### config.mk
export PLATFORM = sky130hd
export DESIGN_NAME = joystick_scroll_autorepeat
export DESIGN_NICKNAME = d
export VERILOG_FILES = /design/src/sv/jsa_pkg.sv /design/src/sv/jsa_cfg.sv /design/src/sv/jsa_core.sv /design/src/sv/joystick_scroll_autorepeat.sv
export SDC_FILE = /design/constraint.sdc
export NUM_CORES = 1
export LEC_CHECK = 0
export ABC_AREA = 1
export ABC_CLOCK_PERIOD_IN_PS = 4900
export BUFFER_PORTS_ARGS = -buffer_cell sky130_fd_sc_hd__clkbuf_2
export CAP_MARGIN = 20
export CORE_ASPECT_RATIO = 0.9
export CORE_UTILIZATION = 40
export CTS_BUF_LIST = sky130_fd_sc_hd__clkbuf_2
export DETAILED_ROUTE_END_ITERATION = 8
export PLACE_DENSITY_LB_ADDON = 0.2
export SETUP_SLACK_MARGIN = 0.02
export SLEW_MARGIN = 20
export SYNTH_ARGS = -nofsm -noshare
export SYNTH_HDL_FRONTEND = slang
export SYNTH_SLANG_ARGS = --single-unit
### constraint.sdc
create_clock -name clk -period 4.9 [get_ports clk]
set_clock_uncertainty 0.2 [all_clocks]
set_input_delay 0.98 -clock clk [delete_from_list [all_inputs] [get_ports clk]]
set_output_delay 0.98 -clock clk [all_outputs]
set_load 0.03 [all_outputs]
### src/sv/jsa_pkg.sv
// Package for the joystick scroll auto-repeat block: item and config types,
// kind codes, register indexes and reset values. No dependencies.
package jsa_pkg;

	localparam int unsigned IN_TDATA_W  = 56;
	localparam int unsigned OUT_TDATA_W = 8;
	localparam int unsigned CFG_IDX_W   = 3;
	localparam int unsigned CFG_DATA_W  = 16;

	// item kinds
	localparam logic [1:0] KIND_START = 2'd0;
	localparam logic [1:0] KIND_TICK  = 2'd1;
	localparam logic [1:0] KIND_END   = 2'd2;

	// register indexes
	localparam logic [CFG_IDX_W-1:0] REG_AXIS_THRESHOLD = 3'd0;
	localparam logic [CFG_IDX_W-1:0] REG_REPEAT_FIRST   = 3'd1;
	localparam logic [CFG_IDX_W-1:0] REG_REPEAT_NORMAL  = 3'd2;
	localparam logic [CFG_IDX_W-1:0] REG_REPEAT_STEP    = 3'd3;
	localparam logic [CFG_IDX_W-1:0] REG_REPEAT_FLOOR   = 3'd4;

	// reset values (threshold is 0.45 in unsigned Q0.15)
	localparam logic [14:0] RST_AXIS_THRESHOLD = 15'd14746;
	localparam logic [15:0] RST_REPEAT_FIRST   = 16'd250;
	localparam logic [15:0] RST_REPEAT_NORMAL  = 16'd50;
	localparam logic [15:0] RST_REPEAT_STEP    = 16'd5;
	localparam logic [15:0] RST_REPEAT_FLOOR   = 16'd25;

	localparam logic [4:0] TAP_CODE = 5'd16;

	typedef struct packed {
		logic [1:0]         kind;
		logic [3:0]         source_id;
		logic               key_matches;
		logic signed [15:0] h_pos;
		logic signed [15:0] v_pos;
		logic               hard_press;
		logic [15:0]        elapsed_ms;
	} item_t;

	typedef struct packed {
		logic [14:0] axis_threshold;
		logic [15:0] repeat_first;
		logic [15:0] repeat_normal;
		logic [15:0] repeat_step;
		logic [15:0] repeat_floor;
	} cfg_t;

	typedef struct packed {
		logic claimed;
	} status_t;

endpackage

### src/sv/jsa_cfg.sv
// Configuration register bank for the scroll auto-repeat block.
// Depends on jsa_pkg.
module jsa_cfg (
	input  logic                            clk,
	input  logic                            arst_n,
	input  logic                            wr_en,
	input  logic [jsa_pkg::CFG_IDX_W-1:0]   wr_index,
	input  logic [jsa_pkg::CFG_DATA_W-1:0]  wr_data,
	output jsa_pkg::cfg_t                   cfg
);

	jsa_pkg::cfg_t cfg_q;

	always_ff @(posedge clk or negedge arst_n) begin
		if (!arst_n) begin
			cfg_q.axis_threshold <= jsa_pkg::RST_AXIS_THRESHOLD;
			cfg_q.repeat_first   <= jsa_pkg::RST_REPEAT_FIRST;
			cfg_q.repeat_normal  <= jsa_pkg::RST_REPEAT_NORMAL;
			cfg_q.repeat_step    <= jsa_pkg::RST_REPEAT_STEP;
			cfg_q.repeat_floor   <= jsa_pkg::RST_REPEAT_FLOOR;
		end else if (wr_en) begin
			unique case (wr_index)
				jsa_pkg::REG_AXIS_THRESHOLD: cfg_q.axis_threshold <= wr_data[14:0];
				jsa_pkg::REG_REPEAT_FIRST:   cfg_q.repeat_first   <= wr_data;
				jsa_pkg::REG_REPEAT_NORMAL:  cfg_q.repeat_normal  <= wr_data;
				jsa_pkg::REG_REPEAT_STEP:    cfg_q.repeat_step    <= wr_data;
				jsa_pkg::REG_REPEAT_FLOOR:   cfg_q.repeat_floor   <= wr_data;
				default: ;
			endcase
		end
	end

	assign cfg = cfg_q;

endmodule

### src/sv/jsa_core.sv
// Claim/scroll/repeat state and the combinational decision logic for one item.
// Depends on jsa_pkg.
module jsa_core (
	input  logic             clk,
	input  logic             arst_n,
	input  jsa_pkg::item_t   item,
	input  logic             fire,
	input  jsa_pkg::cfg_t    cfg,
	output logic             res_valid,
	output logic [4:0]       res_code,
	output jsa_pkg::status_t status
);

	logic        claimed_q, claimed_n;
	logic [3:0]  owner_q, owner_n;
	logic        scrolled_q, scrolled_n;
	logic        hard_q, hard_n;
	logic [15:0] ttr_q, ttr_n;
	logic [15:0] intv_q, intv_n;

	logic signed [16:0] thr_pos, thr_neg, h_ext, v_ext;
	logic [3:0]         dir;
	logic [15:0]        intv_shrunk;

	assign thr_pos = $signed({2'b00, cfg.axis_threshold});
	assign thr_neg = -thr_pos;
	assign h_ext   = {item.h_pos[15], item.h_pos};
	assign v_ext   = {item.v_pos[15], item.v_pos};

	assign dir[0] = h_ext > thr_pos;
	assign dir[1] = !(h_ext > thr_pos) && (h_ext < thr_neg);
	assign dir[2] = v_ext > thr_pos;
	assign dir[3] = !(v_ext > thr_pos) && (v_ext < thr_neg);

	// acceleration: first -> normal, then down by step (saturating at 0); no change once at or below floor
	always_comb begin
		intv_shrunk = intv_q;
		if (intv_q > cfg.repeat_floor) begin
			if (intv_q == cfg.repeat_first)
				intv_shrunk = cfg.repeat_normal;
			else if (intv_q > cfg.repeat_step)
				intv_shrunk = intv_q - cfg.repeat_step;
			else
				intv_shrunk = '0;
		end
	end

	always_comb begin
		claimed_n  = claimed_q;
		owner_n    = owner_q;
		scrolled_n = scrolled_q;
		hard_n     = hard_q;
		ttr_n      = ttr_q;
		intv_n     = intv_q;
		res_valid  = 1'b0;
		res_code   = '0;
		case (item.kind)
			jsa_pkg::KIND_START: begin
				if (!claimed_q && item.key_matches) begin
					claimed_n  = 1'b1;
					owner_n    = item.source_id;
					scrolled_n = 1'b0;
					hard_n     = 1'b0;
					ttr_n      = '0;
					intv_n     = cfg.repeat_first;
				end
			end
			jsa_pkg::KIND_END: begin
				if (claimed_q && item.source_id == owner_q) begin
					claimed_n = 1'b0;
					if (!scrolled_q && hard_q) begin
						res_valid = 1'b1;
						res_code  = jsa_pkg::TAP_CODE;
					end
				end
			end
			jsa_pkg::KIND_TICK: begin
				if (claimed_q) begin
					if (item.hard_press)
						hard_n = 1'b1;
					if (dir == 4'd0) begin
						ttr_n  = '0;
						intv_n = cfg.repeat_first;
					end else begin
						scrolled_n = 1'b1;
						if (ttr_q == 16'd0) begin
							ttr_n     = intv_q;
							res_valid = 1'b1;
							res_code  = {1'b0, dir};
						end else if (ttr_q <= item.elapsed_ms) begin
							intv_n    = intv_shrunk;
							ttr_n     = intv_shrunk;
							res_valid = 1'b1;
							res_code  = {1'b0, dir};
						end else begin
							ttr_n = ttr_q - item.elapsed_ms;
						end
					end
				end
			end
			default: ;
		endcase
	end

	always_ff @(posedge clk or negedge arst_n) begin
		if (!arst_n) begin
			claimed_q  <= 1'b0;
			owner_q    <= '0;
			scrolled_q <= 1'b0;
			hard_q     <= 1'b0;
			ttr_q      <= '0;
			intv_q     <= jsa_pkg::RST_REPEAT_FIRST;
		end else if (fire) begin
			claimed_q  <= claimed_n;
			owner_q    <= owner_n;
			scrolled_q <= scrolled_n;
			hard_q     <= hard_n;
			ttr_q      <= ttr_n;
			intv_q     <= intv_n;
		end
	end

	assign status.claimed = claimed_q;

endmodule

### src/sv/joystick_scroll_autorepeat.sv
// Joystick scroll auto-repeat: top level. Uses jsa_pkg, jsa_cfg, jsa_core.
// An item passes the input register, then the result register, on its way
// to m_axis. Throughput: one item per cycle while the output register has
// room for any result; the state update in jsa_core is combinational.
// Reset (arst_n low, async): block free, no items held, registers at defaults.
module joystick_scroll_autorepeat (
	input  logic                                clk,
	input  logic                                arst_n,
	// input item stream
	input  logic                                s_axis_tvalid,
	output logic                                s_axis_tready,
	// [3:0] source_id, [4] key_matches, [20:5] h_pos, [36:21] v_pos,
	// [37] hard_press, [53:38] elapsed_ms, [55:54] zero
	input  logic [jsa_pkg::IN_TDATA_W-1:0]      s_axis_tdata,
	// [1:0] kind
	input  logic [1:0]                          s_axis_tuser,
	// result stream
	output logic                                m_axis_tvalid,
	input  logic                                m_axis_tready,
	// [4:0] event_code, [7:5] zero
	output logic [jsa_pkg::OUT_TDATA_W-1:0]     m_axis_tdata,
	// configuration write channel
	input  logic                                cfg_valid,
	output logic                                cfg_ready,
	input  logic [jsa_pkg::CFG_IDX_W-1:0]       cfg_index,
	input  logic [jsa_pkg::CFG_DATA_W-1:0]      cfg_data
);

	jsa_pkg::cfg_t    cfg;
	jsa_pkg::status_t status;
	jsa_pkg::item_t   item_in, item_s1;
	logic             valid_s1;
	logic             fire;
	logic             res_valid;
	logic [4:0]       res_code;
	logic             out_valid_q;
	logic [4:0]       out_code_q;
	logic             out_free;

	// registers always take writes at once
	assign cfg_ready = 1'b1;

	jsa_cfg u_cfg (
		.clk      (clk),
		.arst_n   (arst_n),
		.wr_en    (cfg_valid && cfg_ready),
		.wr_index (cfg_index),
		.wr_data  (cfg_data),
		.cfg      (cfg)
	);

	// unpack the incoming item
	assign item_in.kind        = s_axis_tuser;
	assign item_in.source_id   = s_axis_tdata[3:0];
	assign item_in.key_matches = s_axis_tdata[4];
	assign item_in.h_pos       = $signed(s_axis_tdata[20:5]);
	assign item_in.v_pos       = $signed(s_axis_tdata[36:21]);
	assign item_in.hard_press  = s_axis_tdata[37];
	assign item_in.elapsed_ms  = s_axis_tdata[53:38];

	// Stage 1 retires when its result (if any) has room in the output register.
	// Items that give no result never wait on the output side.
	assign out_free      = !out_valid_q || m_axis_tready;
	assign fire          = valid_s1 && (!res_valid || out_free);
	assign s_axis_tready = !valid_s1 || fire;

	always_ff @(posedge clk or negedge arst_n) begin
		if (!arst_n)
			valid_s1 <= 1'b0;
		else if (s_axis_tready)
			valid_s1 <= s_axis_tvalid;
	end

	always_ff @(posedge clk) begin
		if (s_axis_tready && s_axis_tvalid)
			item_s1 <= item_in;
	end

	jsa_core u_core (
		.clk       (clk),
		.arst_n    (arst_n),
		.item      (item_s1),
		.fire      (fire),
		.cfg       (cfg),
		.res_valid (res_valid),
		.res_code  (res_code),
		.status    (status)
	);

	// result register
	always_ff @(posedge clk or negedge arst_n) begin
		if (!arst_n)
			out_valid_q <= 1'b0;
		else if (out_free)
			out_valid_q <= fire && res_valid;
	end

	always_ff @(posedge clk) begin
		if (out_free && fire && res_valid)
			out_code_q <= res_code;
	end

	assign m_axis_tvalid = out_valid_q;
	assign m_axis_tdata  = {3'b000, out_code_q};

	// a result is either a tap or a nonzero direction set
	a_code_legal: assert property (@(posedge clk) disable iff (!arst_n)
		m_axis_tvalid |-> (out_code_q == jsa_pkg::TAP_CODE) ||
		(out_code_q != 5'd0 && !out_code_q[4]))
		else $error("illegal event code");

	// a tick never produces a result while the block is unclaimed
	a_tick_free: assert property (@(posedge clk) disable iff (!arst_n)
		valid_s1 && item_s1.kind == jsa_pkg::KIND_TICK && !status.claimed |-> !res_valid)
		else $error("result from tick while unclaimed");

	// a stalled result is not overwritten
	a_out_hold: assert property (@(posedge clk) disable iff (!arst_n)
		m_axis_tvalid && !m_axis_tready |=> m_axis_tvalid && $stable(out_code_q))
		else $error("stalled result lost");

	// a pending result blocks retirement of another result-producing item
	a_no_clobber: assert property (@(posedge clk) disable iff (!arst_n)
		fire && res_valid |-> !out_valid_q || m_axis_tready)
		else $error("result retired into a full output register");

endmodule
==> results by group, run 1 <==
Setup path
  – CP Data Arrival Time: 5.48 ns
  – CP delay by family, top: buffers and inverters
  – Worst path slowest cell: dfrtp_1
  – R2R depth: 38
  – Crit-path most repeated cell: buf_4
  – Worst path max stage delay: 0.45 ns
  – Required @ worst endpoint: 5.27 ns
  – CP bufs+invs: 20
  – Worst-path maximum fanout: 5
  – CP Capture Type: flip-flop
  – Crit Path Class: flip-flop to flip-flop
  – Startpoint types: flip-flop
  – CP Depth: 38

Global routing
  – Initial antenna violation count: 1
  – Vias in the first global route: 9491
  – GRT Residual Overflow: 0
  – First-pass GRT wire length: 50800 um
  – GRT Total Usage: 0.222
  – Largest net degree at the start of global routing: 81

Power
  – Comb pwr share: 0.549
  – Sequential share of power: 0.332
  – Leakage: 6.48 nW
  – Proportion of power drawn by the clock network: 0.119
  – Int Power: 3.55 mW
  – Worst ir drop on vdd: 0.228 mV
  – Psw: 3.43 mW
  – Total power: 6.98 mW
  – Sw Ratio: 0.492
  – Power density cells: 533 nW/um^2

Place
  – Final GP Congestion: 0.938
  – HPWL Detailed: 23800 um
  – Dpl cells: 1836
  – Pre-CTS setup slack: 0.203 ns
  – Port buffer count: 86
  – DP Area: 12400 um^2

STA
  – Final Hold Vio Count: 0
  – Min Hold Slack: 0.119 ns
  – Final setup TNS: -0.306 ns
  – Unrepaired setup endpoints after global routing: true
  – Tmin final: 5.11 ns
  – Tcrit/Tclk final: 1.04
  – Max-slew violations: 0
  – Rel. slew slack: 0.346
  – Worst-Margin Slew: 0.979 ns
  – Setup-failing EPs final: 2
  – Final worst slack: -0.210 ns
  – Max Clock Freq: 196 MHz

Outcome
  – Failing checks: setup timing
  – Status: complete, but fails checks

Route
  – Routed Antenna Nets: 0
  – Vias/cell: 5.23
  – Drt drc: 0
  – Mean routed wirelength per cell: 16.8 um
  – 1st-pass router iterations: 6
  – Routed wire length: 32100 um
  – Via count: 10001
  – DR iter-0 viols: 742

Hold path
  – Hold/Removal Path Class: input port to flip-flop
  – Worst hold stages: 1

Logic synthesis
  – Largest family of logic cells by synthesized area: simple AND/OR/NAND/NOR gates
  – Synthesis warning total: 0
  – Synth top cells by count: 364 x nand2_1, 163 x inv_1, 149 x o21ai_0, 110 x ha_1, 92 x dfrtp_1
  – Synth Instances: 1416
  – Count leader, synth: nand2_1
  – Post-Synth XOR/XNOR Area: 0.0372
  – Multiplexer share of the synthesized area: 0
  – EDFF count, synth: 61
  – Synth Area in Compound Gates: 0.129
  – Synth top area share: 0.200
  – Ys async rst share: 0.663
  – Top cell type by total area after synthesis: dfrtp_1
  – Post-Synth Simple-Gate Area: 0.217
  – Synth top area cells: dfrtp_1 20%, edfxtp_1 16%, ha_1 12%
  – Primary FF master, synth: dfrtp_1
  – Syn avg cell area: 8.14 um^2
  – Synth Area in Adders: 0.123
  – Mapped cell area: 11500 um^2
  – Synthesized flop and latch total: 181
  – Post-synthesis sequential area ratio: 0.422
  – Synth cell types: 45

CTS
  – TritonCTS clock tree: done
  – Clk buf depth: 2
  – Clock Latency Late Sink: 0.80 ns
  – # clock sinks: 181
  – Clk root buf: clkbuf_2
  – Htree depth: 4
  – CTS buffer count: 17
  – Clock-pin slew on the worst setup and hold paths: 0.30 ns

Floorplan
  – Die Ht: 163 um
  – DIE WIDTH: 181 um
  – Core ar.: 28200 um^2
  – Die area: 29500 um^2
  – IO Pins: 93
  – Starting density of the core: 0.410
  – Row count: 58

Cells and area
  – Post-layout util: 0.466
  – Post-Layout Cell Count: 1913
  – Finished Cell Area: 13100 um^2
  – # nets final: 1732
  – Layout cells sized above 1: 0.158
  – Layout area overhead: 13.7%

Run
  – Max-Cap Viols: 0
==> registers in the layout, summed over array words and instances, names as in the netlist <==
signal / cells
m_axis_tvalid: 1
u_core.status: 1
u_cfg.cfg: 79
item_s1: 56
u_core.scrolled_q: 1
u_core.owner_q: 4
u_core.intv_q: 16
u_core.ttr_q: 16
u_core.hard_q: 1
out_code_q: 5
valid_s1: 1
==> worst paths after layout <==
path | startpoint | endpoint | slack [ns]
worst max-delay path | u_cfg.cfg[64]$_DFFE_PN0P_ | out_code_q[3]$_DFFE_PP_ | -0.21
worst min-delay path | s_axis_tdata[11] | item_s1[39]$_DFFE_PP_ | 0.12
worst max register to register | u_cfg.cfg[64]$_DFFE_PN0P_ | out_code_q[3]$_DFFE_PP_ | -0.21
worst min register to register | u_core.owner_q[0]$_DFFE_PN0P_ | u_core.owner_q[0]$_DFFE_PN0P_ | 0.31
max in group asynchronous | arst_n | u_cfg.cfg[16]$_DFFE_PN1P_ | 3.13
min in group asynchronous | arst_n | u_cfg.cfg[73]$_DFFE_PN0P_ | 0.47
==> routing by layer <==
layer / up-vias / GRT usage / routed length, um
li1: 4996 / - / -
met1: 4707 / 0.314 / 15200
met2: 269 / 0.347 / 14100
met3: 29 / 0.0528 / 2450
met4: 0 / 0.0466 / 352
met5: - / 0 / 0
==> layout by cell type (no fill, tap or decap), types with 12 or more instances in the layout <==
master | synthesis | final
nand2_1 | 364 | 358
xnor2_1 | 15 | 15
nor2_1 | 81 | 77
nand3_1 | 63 | 58
buf_4 | 5 | 50
dfrtp_1 | 92 | 92
clkbuf_2 | 0 | 101
ha_1 | 110 | 108
nor3_1 | 17 | 14
a21oi_1 | 85 | 84
xor2_1 | 34 | 34
nand4_1 | 31 | 31
inv_1 | 163 | 157
dfstp_2 | 28 | 28
o21ai_0 | 149 | 149
edfxtp_1 | 61 | 61
a211oi_1 | 13 | 12
==> power groups by stage <==
stage          Clock, mW  Sequential (mW)  Combinational (mW)
3_3_place_gp           0             2.34                3.62
2_1_floorplan          0             2.15                2.72
3_5_place_dp           0             2.34                3.67
6_report           0.831             2.32                3.83
4_1_cts            0.868             2.31                3.76
5_1_grt            0.917             2.35                4.34
==> what timing repair did <==
action	4_1_cts	5_1_grt
hold buffers	1	0
endpoints found under the hold margin	25	0
resized for setup	27	11
setup buffers	33	9
setup endpoints to repair	1	2
pin swaps	15	14
==> cells by family after synthesis <==
kind of cell / count (synthesis)
and+or+nand+nor: 589
DFF: 181
adders and majority gates: 112
buffers and inverters: 208
xor gates and xnor gates: 49
AOI/OAI and AO/OA: 275
other: 2
==> cell type report <==
cell class              count  area, um^2
fillers                  2745       15000
clock inverters            15         174
clock buffers              17        85.1
inverters                 168         633
flip-flops and latches    181        4870
well taps                 360         450
diodes                      2        5.00
repair buffers            141         903
multi-input cells        1029        5990
Power figures use the tool's default switching activity.
==> run 2: changes to the inputs <==
ABC_CLOCK_PERIOD_IN_PS = 5500   (was 4900)
CORE_UTILIZATION = 63   (was 40)
SETUP_SLACK_MARGIN = default   (was 0.02)
clock period = 5.5 ns   (was 4.9 ns; I/O delays follow)
==> results by group, run 2 (same netlist as run 1, synthesis figures left out) <==
Power
  – Sequential share of power: 0.342 (was 0.332)
  – Proportion of power drawn by the clock network: 0.102 (was 0.119)
  – Leakage: 6.30 nW (was 6.48 nW)
  – Power density cells: 474 nW/um^2 (was 533 nW/um^2)
  – Psw: 2.94 mW (was 3.43 mW)
  – Sw Ratio: 0.493 (was 0.492)
  – Worst ir drop on vdd: 0.249 mV (was 0.228 mV)
  – Comb pwr share: 0.556 (was 0.549)
  – Total power: 5.97 mW (was 6.98 mW)
  – Int Power: 3.03 mW (was 3.55 mW)

CTS
  – Hold bufs inserted after CTS: 0 (was 1)
  – # clock sinks: 181 (unchanged)
  – Clk buf depth: 2 (unchanged)
  – Clock Latency Late Sink: 0.80 ns (about the same)
  – Htree depth: 4 (unchanged)
  – CTS buffer count: 17 (unchanged)
  – TritonCTS clock tree: done (unchanged)
  – Clk root buf: clkbuf_2 (unchanged)
  – Clock-pin slew on the worst setup and hold paths: 0.26 ns (was 0.30 ns)

Route
  – DR iter-0 viols: 778 (was 742)
  – Drt drc: 0 (unchanged)
  – 1st-pass router iterations: 5 (was 6)
  – Via count: 9930 (was 10001)
  – Routed wire length: 28500 um (was 32100 um)
  – Mean routed wirelength per cell: 16.2 um (was 16.8 um)
  – Vias/cell: 5.65 (was 5.23)
  – Routed Antenna Nets: 0 (unchanged)

Cells and area
  – # nets final: 1698 (was 1732)
  – Fillers: 1423 (was 2745)
  – Most common cell after layout, fill and taps aside: nand2_1 (unchanged)
  – Layout area overhead: 9.22% (was 13.7%)
  – Layout cells sized above 1: 0.136 (was 0.158)
  – Largest register FFs: 79 (unchanged)
  – Commonest cells after routing, fill and taps aside: 361 x nand2_1, 160 x inv_1, 149 x o21ai_0, 109 x ha_1, 102 x clkbuf_2 (was 358 x nand2_1, 157 x inv_1, 149 x o21ai_0, 108 x ha_1, 101 x clkbuf_2)

Floorplan
  – Starting density of the core: 0.648 (was 0.410)
  – IO Pins: 93 (unchanged)
  – Die Ht: 130 um (was 163 um)
  – Core ar.: 17800 um^2 (was 28200 um^2)
  – Row count: 46 (was 58)
  – Die area: 18800 um^2 (was 29500 um^2)
  – DIE WIDTH: 145 um (was 181 um)

Global routing
  – GRT Residual Overflow: 0 (unchanged)
  – First-pass GRT wire length: 45800 um (was 50800 um)
  – GRT Total Usage: 0.318 (was 0.222)
  – Initial antenna violation count: 1 (unchanged)
  – Vias in the first global route: 9353 (was 9491)
  – Largest net degree at the start of global routing: 59 (was 81)

STA
  – Max Clock Freq: 188 MHz
  – Final Hold Vio Count: 0 (unchanged)
  – Rel. slew slack: 0.356 (was 0.346)
  – Worst-Margin Slew: 0.964 ns (was 0.979 ns)
  – Max-slew violations: 0 (unchanged)
  – Tmin final: 5.32 ns
  – Tcrit/Tclk final: 0.967
  – Setup-failing EPs final: 0 (was 2)
  – Final worst slack: 0.183 ns (was -0.210 ns)

Setup path
  – CP bufs+invs: 3 (was 20)
  – Worst-path maximum fanout: 4 (was 5)
  – CP Capture Type: output pin (was flip-flop)
  – CP Cell Sequence: inv_2 > ha_4 > nand2_2 > nor2_4 > nand3_4 > nor2_2 > nand2_2 > nor2_4 > xor2_2 > ha_1 > nand4_1 > nor2_1 > nand2_1 > nor2_1 > nand3_1 > nand2_1 > inv_1 > nand3b_1 > nand2_1 > nand3_4 > nand2_4 > nand2_4 > nand3_2 > clkbuf_8
  – R2R depth: 27 (was 38)
  – CP Data Arrival Time: 4.02 ns (was 5.48 ns)
  – Required @ worst endpoint: 4.20 ns (was 5.27 ns)
  – CP delay by family, top: simple AND/OR/NAND/NOR gates (was buffers and inverters)
  – CP Depth: 24 (was 38)
  – Crit Path Class: flip-flop to output pin (was flip-flop to flip-flop)
  – Worst path slowest cell: dfrtp_1 (unchanged)
  – Startpoint types: flip-flop (unchanged)
  – Crit-path most repeated cell: nand2_1 (was buf_4)
  – Worst path max stage delay: 0.46 ns (was 0.45 ns)

Place
  – Pre-CTS setup slack: 0.613 ns (was 0.203 ns)
  – Port buffer count: 86 (unchanged)
  – HPWL Detailed: 21300 um (was 23800 um)
  – Final GP Congestion: 0.921 (was 0.938)

Outcome
  – Status: completed (was complete, but fails checks)

Run
  – Max-Cap Viols: 0 (unchanged)

Hold path
  – Hold/Removal Path Class: input port to async pin (was input port to flip-flop)
[run 2: changes by cell type in the layout (fill, tap and decap cells not counted), moves of 2 or more]
cell / delta
buf_4: -31
inv_1: +3
nand2_1: +3
buf_12: -2
bufinv_16: -2
clkinv_2: +2
inv_2: -2
nand2_2: -2
xor2_1: -2
xor2_2: +2
[run 2: final timing paths]
path                                                start                             to  slack (ns)
max in group asynchronous                          arst_n      u_cfg.cfg[37]$_DFFE_PN1P_        3.95
worst min register to register   u_cfg.cfg[3]$_DFFE_PN1P_       u_cfg.cfg[3]$_DFFE_PN1P_        0.31
min in group clk                         s_axis_tdata[14]          item_s1[42]$_DFFE_PP_        0.24
worst min-delay path                               arst_n  u_core.owner_q[2]$_DFFE_PN0P_        0.12
worst max-delay path            u_cfg.cfg[64]$_DFFE_PN0P_                  s_axis_tready        0.18
worst max register to register  u_cfg.cfg[64]$_DFFE_PN0P_          item_s1[39]$_DFFE_PP_        1.18
[run 2: power by group through the flow]
stage / Combinational [mW] / Clock, mW / Sequential (mW)
6_report: 3.32 / 0.610 / 2.04
2_1_floorplan: 2.43 / 0 / 1.92
3_5_place_dp: 3.17 / 0 / 2.05
5_1_grt: 3.76 / 0.667 / 2.07
4_1_cts: 3.21 / 0.621 / 2.02
3_3_place_gp: 3.11 / 0 / 2.04
[run 2: worst reg2reg max path, cell delays in order (launching register included)]
cell and delay (ns):
dfrtp_1 0.46, inv_2 0.09, ha_4 0.15, nand2_2 0.10, nor2_4 0.16, nand3_4 0.12
nor2_2 0.12, nand2_2 0.10, nor2_4 0.13, xor2_2 0.08, ha_1 0.31, nand4_1 0.16
nor2_1 0.13, nand2_1 0.06, nor2_1 0.08, nand3_1 0.11, nand2_1 0.09, inv_1 0.05
nand2_1 0.05, nand2_1 0.06, nand2_1 0.10, nand3_4 0.09, nand2_4 0.08, nand2_4 0.07
nand3_2 0.10, nand2_1 0.08, inv_2 0.41, buf_12 0.28
[run 2: per-stage QoR]
| stage | instances | setup TNS (ns) | cell area [um^2] | util | hold slack [ns] |
|---|---|---|---|---|---|
| after floorplan | 1418 | 0 | 11500 | - | 0.241 |
| after global placement | 1713 | 0 | 12200 | 0.684 | 0.256 |
| after detailed placement | 1713 | 0 | 12200 | 0.684 | 0.274 |
| after CTS | 1749 | 0 | 12400 | 0.699 | 0.115 |
| after global routing | 1758 | -0.0586 | 12600 | 0.708 | 0.118 |
| final | 1758 | 0 | 12600 | 0.708 | 0.121 |
[run 2: metal layers]
metal | GRT usage | wire length, um | up-vias
met5 | 0 | 39 | -
met4 | 0.126 | 801 | 2
met3 | 0.0653 | 2160 | 62
met2 | 0.482 | 12300 | 384
met1 | 0.447 | 13200 | 4571
li1 | - | - | 4911
[run 2: cell type report]
| type | instances | area, um^2 | share of cell area |
|---|---|---|---|
| antenna | 1 | 2.50 | 0.000199 |
| clock buffer | 18 | 90.1 | 0.00715 |
| clock inverter | 14 | 104 | 0.00825 |
| inverter | 168 | 631 | 0.0501 |
| multi-input combinational | 1029 | 5970 | 0.474 |
| sequential | 181 | 4870 | 0.387 |
| tap | 240 | 300 | 0.0238 |
| timing repair buffer | 107 | 623 | 0.0495 |
[run 2: repair_timing]
| action | in CTS | in global routing |
|---|---|---|
| endpoints found under the setup margin | 1 | 1 |
| pin swaps | 3 | 5 |
| gates resized for setup | 8 | 21 |
| setup buffers | 4 | 6 |
==> run 3: changes to the inputs <==
ABC_CLOCK_PERIOD_IN_PS = 5200   (was 5500)
clock period = 5.2 ns   (was 5.5 ns; I/O delays follow)
==> results by group, run 3 (same netlist as run 1, synthesis figures left out) <==
Outcome
  – Status: completed (unchanged)

Cells and area
  – Most common cell after layout, fill and taps aside: nand2_1 (unchanged)
  – Layout area overhead: 9.86% (was 9.22%)
  – Post-Layout Cell Count: 1767 (was 1758)
  – # nets final: 1707 (was 1698)
  – Layout cells sized above 1: 0.140 (was 0.136)
  – Largest register FFs: 79 (unchanged)
  – Commonest cells after routing, fill and taps aside: 360 x nand2_1, 159 x inv_1, 149 x o21ai_0, 109 x ha_1, 105 x clkbuf_2 (was 361 x nand2_1, 160 x inv_1, 149 x o21ai_0, 109 x ha_1, 102 x clkbuf_2)

STA
  – Max-slew violations: 0 (unchanged)
  – Unrepaired setup endpoints after global routing: true
  – Max Clock Freq: 194 MHz
  – Final Hold Vio Count: 0 (unchanged)
  – Setup-failing EPs final: 0 (unchanged)
  – Min Hold Slack: 0.0617 ns (was 0.121 ns)
  – Tcrit/Tclk final: 0.990
  – Final worst slack: 0.0532 ns (was 0.183 ns)
  – Rel. slew slack: 0.444 (was 0.356)
  – Tmin final: 5.15 ns
  – Worst-Margin Slew: 0.833 ns (was 0.964 ns)

Power
  – Total power: 6.33 mW (was 5.97 mW)
  – Power density cells: 500 nW/um^2 (was 474 nW/um^2)
  – Leakage: 6.34 nW (was 6.30 nW)
  – Worst ir drop on vdd: 0.238 mV (was 0.249 mV)

Place
  – HPWL Detailed: 21500 um (was 21300 um)
  – Dpl cells: 1714 (was 1713)
  – Pre-CTS setup slack: 0.390 ns (was 0.613 ns)
  – Port buffer count: 86 (unchanged)
  – Final GP Congestion: 0.964 (was 0.921)

Floorplan
  – Die area: 18800 um^2 (unchanged)
  – Die Ht: 130 um (unchanged)
  – DIE WIDTH: 145 um (unchanged)
  – Core ar.: 17800 um^2 (unchanged)
  – IO Pins: 93 (unchanged)
  – Starting density of the core: 0.648 (unchanged)
  – Row count: 46 (unchanged)

Setup path
  – CP delay by family, top: simple AND/OR/NAND/NOR gates (unchanged)
  – R2R depth: 21 (was 27)
  – Required @ worst endpoint: 3.96 ns (was 4.20 ns)
  – Crit Path Class: flip-flop to output pin (unchanged)
  – Worst path slowest cell: dfrtp_1 (unchanged)
  – CP bufs+invs: 3 (unchanged)
  – Worst path max stage delay: 0.45 ns (was 0.46 ns)
  – CP Capture Type: output pin (unchanged)
  – Crit-path most repeated cell: nand2_4 (was nand2_1)
  – Startpoint types: flip-flop (unchanged)
  – CP Cell Sequence: inv_2 > ha_4 > nand2_4 > buf_4 > nor3_1 > xor2_1 > ha_1 > a21oi_1 > o21a_1 > nand3_1 > nand4_1 > nand3_1 > nand2_1 > nand2_1 > nand3_4 > nand2_4 > nand2_4 > nand3_4 > buf_8 (was inv_2 > ha_4 > nand2_2 > nor2_4 > nand3_4 > nor2_2 > nand2_2 > nor2_4 > xor2_2 > ha_1 > nand4_1 > nor2_1 > nand2_1 > nor2_1 > nand3_1 > nand2_1 > inv_1 > nand3b_1 > nand2_1 > nand3_4 > nand2_4 > nand2_4 > nand3_2 > clkbuf_8)
  – CP Depth: 19 (was 24)
  – Worst-path maximum fanout: 3 (was 4)
  – CP Data Arrival Time: 3.91 ns (was 4.02 ns)

CTS
  – Clock-pin slew on the worst setup and hold paths: 0.26 ns (about the same)
  – Clk buf depth: 2 (unchanged)
  – TritonCTS clock tree: done (unchanged)
  – Clock Latency Late Sink: 0.78 ns (was 0.80 ns)
  – Clk root buf: clkbuf_2 (unchanged)
  – Htree depth: 4 (unchanged)
  – Hold bufs inserted after CTS: 0 (unchanged)
  – CTS buffer count: 17 (unchanged)
  – # clock sinks: 181 (unchanged)

Route
  – Vias/cell: 5.67 (was 5.65)
  – DR iter-0 viols: 845 (was 778)
  – Drt drc: 0 (unchanged)
  – Routed wire length: 28900 um (was 28500 um)
  – Mean routed wirelength per cell: 16.3 um (was 16.2 um)
  – Routed Antenna Nets: 0 (unchanged)
  – 1st-pass router iterations: 5 (unchanged)
  – Via count: 10020 (was 9930)

Global routing
  – GRT Residual Overflow: 0 (unchanged)
  – Initial antenna violation count: 1 (unchanged)
  – Vias in the first global route: 9255 (was 9353)
  – First-pass GRT wire length: 46300 um (was 45800 um)
  – Largest net degree at the start of global routing: 56 (was 59)
  – GRT Total Usage: 0.322 (was 0.318)

Hold path
  – Hold/Removal Path Class: input port to async pin (unchanged)

Run
  – Max-Cap Viols: 0 (unchanged)
[run 3: worst paths after layout]
path,from,to,slack [ns]
worst max-delay path,u_cfg.cfg[64]$_DFFE_PN0P_,s_axis_tready,0.05
worst min-delay path,arst_n,u_cfg.cfg[48]$_DFFE_PN0P_,0.06
worst max register to register,u_cfg.cfg[64]$_DFFE_PN0P_,out_code_q[4]$_DFFE_PP_,0.96
worst min register to register,u_cfg.cfg[36]$_DFFE_PN1P_,u_cfg.cfg[36]$_DFFE_PN1P_,0.31
max in group asynchronous,arst_n,u_core.intv_q[6]$_DFFE_PN1P_,3.76
min in group clk,s_axis_tdata[26],item_s1[22]$_DFFE_PP_,0.20
[run 3: layout make-up]
class	count	area (um^2)
multi-input combinational	1029	5990
clock inverter	11	80.1
tap	240	300
antenna	1	2.50
sequential	181	4870
inverter	168	633
timing repair buffer	116	692
fill	1410	5120
clock buffer	21	105
[run 3: repair_timing]
action	4_1_cts	5_1_grt
cloned	0	0
gates resized for setup	17	17
setup endpoints to repair	1	1
endpoints found under the hold margin	0	0
pin swaps	8	13
buffers inserted	7	11
[run 3: through the flow]
| stage | TNS (ns) | area [um^2] | util |
|---|---|---|---|
| 4_1_cts | 0 | 12500 | 0.702 |
| 3_3_place_gp | 0 | 12200 | 0.684 |
| 3_5_place_dp | 0 | 12200 | 0.684 |
| 5_1_grt | -0.273 | 12700 | 0.712 |
| 2_1_floorplan | 0 | 11500 | - |
| 6_report | 0 | 12700 | 0.712 |
[run 3: power breakdown]
part           internal, mW  switching (mW)
registers              1.79           0.340
clock network         0.134           0.502
logic                  1.29            2.27
[run 3: metal layers]
layer  up-vias  track usage  share of wire
li1       4943            -              -
met1      4640        0.465           0.47
met2       403        0.506           0.45
met3        34       0.0561          0.072
met4         0       0.0755          0.014
met5         -            0              0
